[src/design/polynomial_multiplier_assert.svh]
// assertion macros for the polynomial multiplier
// used by the top level only, no other dependencies
`ifndef POLYNOMIAL_MULTIPLIER_ASSERT_SVH
`define POLYNOMIAL_MULTIPLIER_ASSERT_SVH

`ifndef SYNTHESIS
// same-cycle implication
`define PM_ASSERT_IMPL(lbl, clk_s, rst_s, ante, cons) \
  lbl: assert property (@(posedge clk_s) disable iff (rst_s) (ante) |-> (cons)) \
    else $error("polynomial_multiplier: same-cycle check failed");
// next-cycle implication
`define PM_ASSERT_NEXT(lbl, clk_s, rst_s, ante, cons) \
  lbl: assert property (@(posedge clk_s) disable iff (rst_s) (ante) |=> (cons)) \
    else $error("polynomial_multiplier: next-cycle check failed");
`else
`define PM_ASSERT_IMPL(lbl, clk_s, rst_s, ante, cons)
`define PM_ASSERT_NEXT(lbl, clk_s, rst_s, ante, cons)
`endif

`endif

[src/design/polymul_pkg.sv]
// shared types and constants of the polynomial multiplier
// no dependencies
package polymul_pkg;

  localparam int COEF_W   = 16;
  localparam int EXP_W    = 5;
  localparam int STORE_W  = 24;
  localparam int PROD_W   = 48;
  localparam int PCOEF_W  = 54;
  localparam int PEXP_W   = 6;

  localparam logic signed [STORE_W-1:0] STORE_MAX = 24'sh7FFFFF;
  localparam logic signed [STORE_W-1:0] STORE_MIN = 24'sh800000;

  // operation codes carried in the input tuser
  typedef enum logic [1:0] {
    OP_LOAD_A   = 2'd0,
    OP_LOAD_B   = 2'd1,
    OP_MULTIPLY = 2'd2
  } opcode_t;

  // control of one operand store
  typedef struct packed {
    logic acc_en;
    logic clear;
  } store_ctrl_t;

  // control of the shared multiply-accumulate unit
  typedef struct packed {
    logic mul_en;
    logic acc_clr;
  } mac_ctrl_t;

endpackage

[src/design/polymul_store.sv]
// operand store: one coefficient per exponent, accumulate with saturation
// depends on polymul_pkg
module polymul_store import polymul_pkg::*; #(
  parameter int DEPTH = 32
) (
  input  logic                      clk,
  input  logic                      rst,
  input  store_ctrl_t               ctrl,
  input  logic [$clog2(DEPTH)-1:0]  idx,
  input  logic signed [COEF_W-1:0]  coef,
  output logic signed [STORE_W-1:0] rd_data,
  output logic                      loaded
);

  logic signed [STORE_W-1:0] mem [DEPTH];
  logic signed [STORE_W:0]   sum;
  logic signed [STORE_W-1:0] sat;

  // single address serves both the read-modify-write and the operand read
  assign rd_data = mem[idx];

  // widened add then clamp to the 24-bit range
  always_comb begin
    sum = {rd_data[STORE_W-1], rd_data}
        + {{(STORE_W + 1 - COEF_W){coef[COEF_W-1]}}, coef};
    if (sum > $signed({STORE_MAX[STORE_W-1], STORE_MAX})) begin
      sat = STORE_MAX;
    end else if (sum < $signed({STORE_MIN[STORE_W-1], STORE_MIN})) begin
      sat = STORE_MIN;
    end else begin
      sat = sum[STORE_W-1:0];
    end
  end

  // entries and loaded flag
  always_ff @(posedge clk) begin
    if (rst || ctrl.clear) begin
      for (int n = 0; n < DEPTH; n++) begin
        mem[n] <= '0;
      end
      loaded <= 1'b0;
    end else if (ctrl.acc_en) begin
      mem[idx] <= sat;
      loaded   <= 1'b1;
    end
  end

endmodule

[src/design/polymul_mac.sv]
// shared multiply-accumulate unit: one 24x24 multiply per cycle, registered
// depends on polymul_pkg
module polymul_mac import polymul_pkg::*; (
  input  logic                      clk,
  input  logic                      rst,
  input  mac_ctrl_t                 ctrl,
  input  logic signed [STORE_W-1:0] a,
  input  logic signed [STORE_W-1:0] b,
  output logic signed [PCOEF_W-1:0] acc
);

  logic signed [PROD_W-1:0] prod;
  logic                     prod_vld;

  // product register, then accumulate in the following cycle
  always_ff @(posedge clk) begin
    if (rst) begin
      prod_vld <= 1'b0;
      acc      <= '0;
    end else begin
      prod_vld <= ctrl.mul_en;
      if (ctrl.mul_en) begin
        prod <= a * b;
      end
      if (ctrl.acc_clr) begin
        acc <= '0;
      end else if (prod_vld) begin
        acc <= acc + {{(PCOEF_W - PROD_W){prod[PROD_W-1]}}, prod};
      end
    end
  end

endmodule

[src/design/polynomial_multiplier.sv]
// polynomial multiplier top level: sequencer, two operand stores, one shared MAC
// a multiply is paced by the single shared 24x24 multiplier, which forms every partial
// product in turn, and can be stalled by the output; results leave in descending exponent
// order, one transaction at a time, the last held back until the next is known
// synchronous reset clears both stores, loaded flags, sequencer and output valid
`include "polynomial_multiplier_assert.svh"

module polynomial_multiplier import polymul_pkg::*; #(
  parameter int MAX_TERMS = 32
) (
  input  logic        clk,
  input  logic        rst,
  input  logic        s_tvalid,
  output logic        s_tready,
  input  logic [23:0] s_tdata,  // [15:0] term_coefficient, [20:16] term_exponent
  input  logic [1:0]  s_tuser,  // [1:0] opcode
  output logic        m_tvalid,
  input  logic        m_tready,
  output logic [63:0] m_tdata,  // [53:0] product_coefficient, [59:54] product_exponent
  output logic        m_tlast,  // last_term
  output logic        m_tuser   // result_empty
);

  localparam int IW = $clog2(MAX_TERMS);
  localparam int KW = $clog2(2 * MAX_TERMS - 1);
  localparam logic [KW-1:0] K_TOP  = KW'(2 * MAX_TERMS - 2);
  localparam logic [KW-1:0] M_LAST = KW'(MAX_TERMS - 1);

  typedef enum logic [2:0] {
    S_IDLE,
    S_MAC,
    S_SUM,
    S_EMIT,
    S_DONE
  } state_t;

  state_t state;
  logic [KW-1:0] k;
  logic [IW-1:0] i;

  logic               pend_vld;
  logic [PCOEF_W-1:0] pend_coef;
  logic [KW-1:0]      pend_exp;

  logic [PCOEF_W-1:0] out_coef;
  logic [PEXP_W-1:0]  out_exp;

  store_ctrl_t a_ctrl, b_ctrl;
  mac_ctrl_t   mac_ctrl;
  logic [IW-1:0] a_idx, b_idx;
  logic signed [STORE_W-1:0] a_rd, b_rd, a_eff, b_eff;
  logic a_loaded, b_loaded;
  logic signed [PCOEF_W-1:0] acc;

  opcode_t opcode;
  logic signed [COEF_W-1:0] in_coef;
  logic [EXP_W-1:0]  in_exp;
  logic              exp_ok;
  logic              out_free;
  logic              out_load;
  logic              nz;
  logic [KW-1:0]     j;
  logic [KW-1:0]     k_load;
  logic [IW-1:0]     i_load;
  logic [IW-1:0]     i_end;

  // input transaction fields
  assign opcode  = opcode_t'(s_tuser);
  assign in_coef = s_tdata[COEF_W-1:0];
  assign in_exp  = s_tdata[COEF_W +: EXP_W];
  assign exp_ok  = {1'b0, in_exp} < (EXP_W + 1)'(MAX_TERMS);

  assign s_tready = (state == S_IDLE);
  assign out_free = !m_tvalid || m_tready;
  assign nz       = (acc != '0);

  // output register takes a new transaction
  assign out_load = out_free && ((state == S_EMIT && nz && pend_vld) || state == S_DONE);

  // exponent walk: j = k - i, and the valid range of i for a given k
  assign j      = k - KW'(i);
  assign k_load = (state == S_IDLE) ? K_TOP : k - KW'(1);
  assign i_load = (k_load > M_LAST) ? IW'(k_load - M_LAST) : '0;
  assign i_end  = (k > M_LAST) ? IW'(M_LAST) : IW'(k);

  // store addressing: load exponent while idle, walk indices otherwise
  assign a_idx = (state == S_IDLE) ? in_exp[IW-1:0] : i;
  assign b_idx = (state == S_IDLE) ? in_exp[IW-1:0] : j[IW-1:0];

  // an operand with no terms acts as the constant one when the other has terms
  always_comb begin
    if (a_loaded) begin
      a_eff = a_rd;
    end else if (b_loaded && i == '0) begin
      a_eff = STORE_W'(1);
    end else begin
      a_eff = '0;
    end
    if (b_loaded) begin
      b_eff = b_rd;
    end else if (a_loaded && j == '0) begin
      b_eff = STORE_W'(1);
    end else begin
      b_eff = '0;
    end
  end

  // store and MAC control
  always_comb begin
    a_ctrl   = '0;
    b_ctrl   = '0;
    mac_ctrl = '0;
    unique case (state)
      S_IDLE: begin
        if (s_tvalid) begin
          unique case (opcode)
            OP_LOAD_A:   a_ctrl.acc_en    = exp_ok;
            OP_LOAD_B:   b_ctrl.acc_en    = exp_ok;
            OP_MULTIPLY: mac_ctrl.acc_clr = 1'b1;
            default: ;
          endcase
        end
      end
      S_MAC:  mac_ctrl.mul_en = 1'b1;
      S_SUM:  ;
      S_EMIT: mac_ctrl.acc_clr = !(nz && pend_vld && !out_free) && (k != '0);
      S_DONE: begin
        a_ctrl.clear = out_free;
        b_ctrl.clear = out_free;
      end
      default: ;
    endcase
  end

  polymul_store #(.DEPTH(MAX_TERMS)) u_store_a (
    .clk     (clk),
    .rst     (rst),
    .ctrl    (a_ctrl),
    .idx     (a_idx),
    .coef    (in_coef),
    .rd_data (a_rd),
    .loaded  (a_loaded)
  );

  polymul_store #(.DEPTH(MAX_TERMS)) u_store_b (
    .clk     (clk),
    .rst     (rst),
    .ctrl    (b_ctrl),
    .idx     (b_idx),
    .coef    (in_coef),
    .rd_data (b_rd),
    .loaded  (b_loaded)
  );

  polymul_mac u_mac (
    .clk  (clk),
    .rst  (rst),
    .ctrl (mac_ctrl),
    .a    (a_eff),
    .b    (b_eff),
    .acc  (acc)
  );

  // sequencer, pending term and output register
  always_ff @(posedge clk) begin
    if (rst) begin
      state    <= S_IDLE;
      k        <= '0;
      i        <= '0;
      pend_vld <= 1'b0;
      m_tvalid <= 1'b0;
    end else begin
      if (out_load) begin
        m_tvalid <= 1'b1;
      end else if (m_tready) begin
        m_tvalid <= 1'b0;
      end
      unique case (state)
        S_IDLE: begin
          if (s_tvalid && opcode == OP_MULTIPLY) begin
            k     <= k_load;
            i     <= i_load;
            state <= S_MAC;
          end
        end
        S_MAC: begin
          if (i == i_end) begin
            state <= S_SUM;
          end else begin
            i <= i + IW'(1);
          end
        end
        S_SUM: state <= S_EMIT;
        S_EMIT: begin
          if (!(nz && pend_vld && !out_free)) begin
            if (nz) begin
              if (pend_vld) begin
                out_coef  <= pend_coef;
                out_exp   <= PEXP_W'(pend_exp);
                m_tlast   <= 1'b0;
                m_tuser   <= 1'b0;
              end
              pend_vld  <= 1'b1;
              pend_coef <= acc;
              pend_exp  <= k;
            end
            if (k == '0) begin
              state <= S_DONE;
            end else begin
              k     <= k_load;
              i     <= i_load;
              state <= S_MAC;
            end
          end
        end
        S_DONE: begin
          if (out_free) begin
            m_tlast  <= 1'b1;
            if (pend_vld) begin
              out_coef <= pend_coef;
              out_exp  <= PEXP_W'(pend_exp);
              m_tuser  <= 1'b0;
            end else begin
              out_coef <= '0;
              out_exp  <= '0;
              m_tuser  <= 1'b1;
            end
            pend_vld <= 1'b0;
            state    <= S_IDLE;
          end
        end
        default: state <= S_IDLE;
      endcase
    end
  end

  assign m_tdata = {(64 - PCOEF_W - PEXP_W)'(0), out_exp, out_coef};

  // the empty-product transaction is always final and carries a zero term
  `PM_ASSERT_IMPL(a_empty_final, clk, rst, m_tvalid && m_tuser, m_tlast && m_tdata[53:0] == 54'd0)
  // an ordinary transaction never carries a zero coefficient
  `PM_ASSERT_IMPL(a_term_nonzero, clk, rst, m_tvalid && !m_tuser, m_tdata[53:0] != 54'd0)
  // the multiplier index stays inside the store during the walk
  `PM_ASSERT_IMPL(a_walk_bounds, clk, rst, state == S_MAC, j <= M_LAST)
  // a finished multiply leaves both operands empty and the block idle
  `PM_ASSERT_NEXT(a_clear_after, clk, rst, state == S_DONE && out_free, !a_loaded && !b_loaded && s_tready)

endmodule
[config.mk]
export PLATFORM = sky130hd
export DESIGN_NAME = polynomial_multiplier
export DESIGN_NICKNAME = d
export VERILOG_FILES = /design/src/design/polymul_pkg.sv /design/src/design/polymul_store.sv /design/src/design/polymul_mac.sv /design/src/design/polynomial_multiplier.sv
export VERILOG_INCLUDE_DIRS = /design/src /design/src/design
export SDC_FILE = /design/constraint.sdc
export NUM_CORES = 2
export LEC_CHECK = 0
export BUFFER_PORTS_ARGS = -buffer_cell sky130_fd_sc_hd__buf_2
export CAP_MARGIN = 5
export CORE_MARGIN = 3
export CORE_UTILIZATION = 40
export DETAILED_ROUTE_END_ITERATION = 10
export GPL_ROUTABILITY_DRIVEN = 0
export SLEW_MARGIN = 20
export SYNTH_ARGS = -nofsm -noshare
export SYNTH_HDL_FRONTEND = slang
export SYNTH_SLANG_ARGS = --single-unit
[constraint.sdc]
create_clock -name clk -period 33.1 [get_ports clk]
set_input_delay 6.62 -clock clk [delete_from_list [all_inputs] [get_ports clk]]
set_output_delay 6.62 -clock clk [all_outputs]
set_load 0.01 [all_outputs]
Word-level counts from Yosys, hierarchy flattened
Memory sizes are Yosys's and may differ from the RTL's. Cells that the tools add are included. Widths: inputs -> output; s select.

Mux-type cells: 79. Reductions and logical operators: 36. Bitwise gates (word level): 2. Add/subtract/negate cells: 7. Divide/modulo/power cells: 0. Multipliers: 1. $lt $le $gt $ge: 6. Shifts and indexed selects: 0. Eq/ne operators: 15.

Operators with widths (count): $mux 54 (5); $mux 24 (8); $pmux 54 s2 (1); $add 54x54->54 (1); $mux 6 (9); $reduce_bool 54->1 (1); $add 24x16->25 (2); $gt 25x24->1 const B (2); $lt 25x24->1 const B (2); $mux 5 (10); $mul 24x24->48 (1); $reduce_or 24->1 (2); $mux 1 (33); $pmux 6 s2 (2); $reduce_and 4->1 (4); $mux 3 (5); $pmux 3 s5 (1); $pmux 5 s3 (1); $ne 2x2->1 const B (7); $gt 6x5->1 const B (2); $logic_not 6->1 (2); $logic_and 1x1->1 (9); $pmux 1 s2 (4); $eq 3x2->1 const B (2); other kinds (23) (30).

Memories: 2. Word-level logic and storage cells: 164. Bits in writable memories: 1536. Bits in read-only memories: 0. Output and inout port bits: 68. Bits in registers: 243. Bits in latches: 0. Bits of input ports: 30.

Memories: u_store_a.mem (depth 32, width 24, read ports 1, clocked after Yosys merged registers in 0, wr ports 32, RTL line polymul_store.sv:15) `logic signed [STORE_W-1:0] mem [DEPTH];`; u_store_b.mem (depth 32, width 24, read ports 1, clocked after Yosys merged registers in 0, wr ports 32, RTL line polymul_store.sv:15).

Longest topological paths before layout
Depth after elaboration: 9. Depth in mapped cells: 40. Mapped depth without buffers: 37.

Cells and area by module
A second synthesis with hierarchy kept.

Cell total of the unflattened synthesis: 8125. Area total of the unflattened synthesis: 102045.4 um^2.

Modules (own cells, without submodules): polymul_store at u_store_a (instances 1, sequential area each 23082.1 um^2, area an instance 34654.5 um^2, cells each 2348); polymul_store at u_store_b (instances 1, sequential area each 23082.1 um^2, area an instance 33875.0 um^2, cells each 2341); polymul_mac (instances 1, sequential area each 2542.4 um^2, area an instance 27397.5 um^2, cells each 2947); polynomial_multiplier (instances 1, sequential area each 3983.8 um^2, area an instance 6118.4 um^2, cells each 489).

Worst setup path before layout
OpenSTA, ideal clock, no wires.

Kind: in2reg. Start: input s_tdata[17]. End: register u_mac.prod[44], data pin. Path buffers: 3. Required time: 32.836 ns. Slack: 17.800 ns. Stages: 32. Setup time: 0.264 ns. Arrival time: 15.037 ns. Cell sequence: nor4b_1 > a21oi_4 > buf_4 > buf_4 > clkbuf_4 > mux4_2 > o22ai_1 > a311oi_2 > nand2_1 > or2_1 > fa_1 > inv_1 > fa_1 > inv_1 > fa_1 > fa_1 > inv_1 > fa_1 > fa_1 > inv_1 > fa_1 > inv_1 > ha_1 > a21o_1 > a21o_1 > a21o_1 > or4_1 > o21a_1 > a311oi_1 > nor2b_1 > a221oi_1 > xnor2_1.

Longest elaborated chain between the ends: 4. Elaborated cells on any way between the ends: 7. Those cells by class: mul (1); mux (4); memory (2).

RTL lines: from (decl) (RTL line polynomial_multiplier.sv:15) `input logic [23:0] s_tdata,`; $mux 5, on equally long branches (RTL line polynomial_multiplier.sv:87, polynomial_multiplier.sv:88); $mem_v2 32x24; $mux 24, on equally long branches (RTL line polynomial_multiplier.sv:92, polynomial_multiplier.sv:99); $mul 24x24->48 (*) (RTL line polymul_mac.sv:23) `prod <= a * b;`; to (signal assigned) (RTL line polymul_mac.sv:23); to (decl) (RTL line polymul_mac.sv:12) `logic signed [PROD_W-1:0] prod;`.

Every way passes the cells marked *; elsewhere a longest branch is shown, timed or not. A chain may end at the register's enable or synchronous reset.

Worst setup path after layout
Ends and elaborated chain as after synthesis.

==> results.yml <==
yosys:
  avgSynthCellArea_sq_um: 12.4
  yosysWarningCount: 0
  post_synth_instance_area_sq_um: 103000
  yosysUniqueCellTypes: 104
  yosys.area.top_type_share_pct: 49.6
  yosys_most_used_dff: "edfxtp_1"
  synth.yosys.seq_area_share_pct: 51.0
  syn_inst: 8312
  synth.ff_latch_count: 1779
  synth_top_cells_by_area: "edfxtp_1, fa_1, mux4_2"
  synth_edf_count: 1706
  synth.largest_area_cell: "edfxtp_1"
  synthArstFlopShare_pct: 0
die:
  std_cell_rows: 185
  dieArea_sq_um: 264000
  fp.coreArea_sq_um: 256000
  die_width_microns: 514
  initial_utilization_pct: 40.4
  fp.dieH_microns: 514
  ioPinCount: 98
worst_setup_path:
  cp-end-kind: "flip-flop"
  timing.critical_path.required_ns: 33.65
  critical_path_class: "in -> reg"
  worstSetupStartpoint: "s_tdata[17]"
  worstPathArrival_ns: 19.62
  cpMostUsedCell: "fa_1"
  worst_path_largest_cell_delay_ns: 0.77
  worst_setup_path_start_kind: "primary input"
  worst_r2r_startpoint: "state[2]"
  worstPathMaxFanout: 49
  r2r_setup_slk_ns: 19.26
  critical_path.slowest_cell: "a311oi_1"
grt:
  initial_antenna_violation_count: 6
  grt_start_max_net_pins: 109
  grt_first_pass_wirelength_microns: 448000
  globalRouteTotalUtil_pct: 22.5
  grt-ovfl-total: 0
  via_count_of_the_first_global_routing_pass: 69160
cts:
  worstSkewPairLatency_ns: 0.90
  cts_tree: "built"
  htree_num_levels: 4
  number_of_clock_buffers_inserted_by_tritoncts: 187
  buffers_from_clock_root_to_sink_at_most: 3
  clkSinkCount: 1779
  postCtsSetupRepairBufs: 0
  ctsRootBufferMaster: "clkbuf_16"
  worst_setup_hold_path_clk_slew_ns: 0.06
  post_cts_resized: 0
  cts.hold.buffers_added: 0
hold_path:
  min_path_type: "reg -> reg"
  hold_start: "u_mac.acc[0]"
routing:
  avgViaCountPerCell: 5.82
  drc: 0
  vias: 68175
  ant_nets: 0
  detail_route.wl_per_cell_microns: 25.5
  initialDrtViolationCount: 8139
  drt_pre_antenna_iters: 8
  totalWireLength_microns: 299000
cells_and_area:
  multiInputGateArea_sq_um: 45800
  most_common_cell_after_layout_fill_and_taps_aside: "nor2_1"
  area.growth.synth_to_final_pct: 10.0
  mostFrequentLayoutCells: "nor2_1, edfxtp_1, inv_1, fa_1, mux4_2"
  fillerInstances: 23109
  final_net_count: 9079
  drive_gt1_share_pct: 13.9
  area.sequential_sq_um: 52700
timing:
  finalHoldViolCount: 0
  finalSetupViolations: 0
  final_max_slew_viol_count: 0
  worst_margin_pin_slew_ns: 1.18
  final.setup_skew_ns: 0.119
  setup_ws_ns: 14.03
  grt_setup_unrepaired: "no"
  timing.max_slew.rel_slack_pct: 21.0
  timing.final.crit_share_pct: 57.6
  period_needed_ns: 19.07
  totalNegativeSetupSlack_ns: 0
  fmaxAchievable_mhz: 52.4
run_status:
  status: "finished clean"
placed_design:
  port-buffer-count: 90
  detailedPlacementHpwl_microns: 204000
  post_placement_setup_slack_ns: 13.23
run:
  drv.max_cap_violation_count: 0
[metal layers]
layer,wire length (microns),part of all wire (%),up-vias,track usage [%]
li1,-,-,29345,-
met1,117000,39,34928,30.1
met2,142000,48,3355,36.5
met3,26100,8.7,547,3.49
met4,13300,4.5,0,9.40
met5,0,0,-,0
[state kept, by name (all words and copies together) (netlist names), 3 cells and up]
name	count
i	5
k	6
out_coef	54
out_exp	6
pend_coef	54
pend_exp	6
state	3
u_mac.acc	54
u_mac.prod	48
u_store_a.mem	768
u_store_b.mem	768
[area by class of cell]
type	count	area share, %
well taps	3366	3.71
diodes	5	0.0110
inverters	672	2.23
clock buffers	236	4.32
repair buffers	318	2.02
clock inverters	108	1.06
flip-flops and latches	1779	46.4
multi-input cells	5234	40.3
[critical path: cells and delay by family]
kind / cells / cell delay [ns]
fa+ha+maj: 8 / 3.86
xor+xnor: 1 / 0.11
simple gates: 7 / 1.83
compound gates: 9 / 2.76
buf+inv: 12 / 3.81
mux: 1 / 0.42
[Yosys cell counts, types with 9 or more instances]
cell type / count
mux2i_1: 38
xor2_1: 36
buf_1: 24
a21o_1: 91
nor2_2: 12
inv_1: 668
nor2_1: 1768
ha_1: 246
nand3b_4: 16
nor4_2: 14
nand3_1: 102
nor3_1: 45
nand2b_1: 49
a21oi_1: 331
clkbuf_1: 374
nand2_1: 282
dfxtp_1: 73
or3_1: 30
o211ai_1: 9
and3_1: 21
o21a_1: 28
buf_2: 151
or2_2: 9
edfxtp_1: 1706
o21bai_1: 17
xnor2_1: 100
mux4_2: 378
buf_4: 44
nor4_1: 22
o22ai_1: 190
fa_1: 611
nor2b_1: 88
a211oi_1: 32
buf_6: 28
nand4_1: 334
o21ai_0: 79
nor4_4: 28
a31oi_1: 29
nand2_2: 11
[per-stage QoR]
stage | hold WS, ns | cell area [sq um] | utilization (%) | instances
2_1_floorplan | 0.429 | 103000 | - | 8315
3_3_place_gp | 0.489 | 107000 | 42.0 | 11361
3_5_place_dp | 0.496 | 107000 | 42.0 | 11364
4_1_cts | 0.507 | 114000 | 44.4 | 11708
5_1_grt | 0.508 | 114000 | 44.5 | 11716
6_report | 0.498 | 114000 | 44.5 | 11718
[logic make-up (layout without fill, tap and decap cells)]
family / count (synthesis) / after routing / share of synthesized area [%]
xor+xnor: 136 / 136 / 1.15
other cells: 1 / 9 / 0.00363
fa+ha+maj: 857 / 857 / 14.8
mux: 428 / 428 / 8.84
simple gates: 2884 / 2884 / 13.1
buf+inv: 1302 / 1334 / 5.36
compound gates: 925 / 925 / 5.69
flops: 1779 / 1779 / 51.0
[final timing paths]
check | endpoint | cells past startpoint
max | u_mac.prod[44] | 38
min | pend_coef[0] | 0
max reg2reg | u_mac.prod[44] | 37
min reg2reg | pend_coef[0] | 0
Power is not shown: default switching activity piles up to over one toggle a cycle in this logic, so the estimate is an artifact.
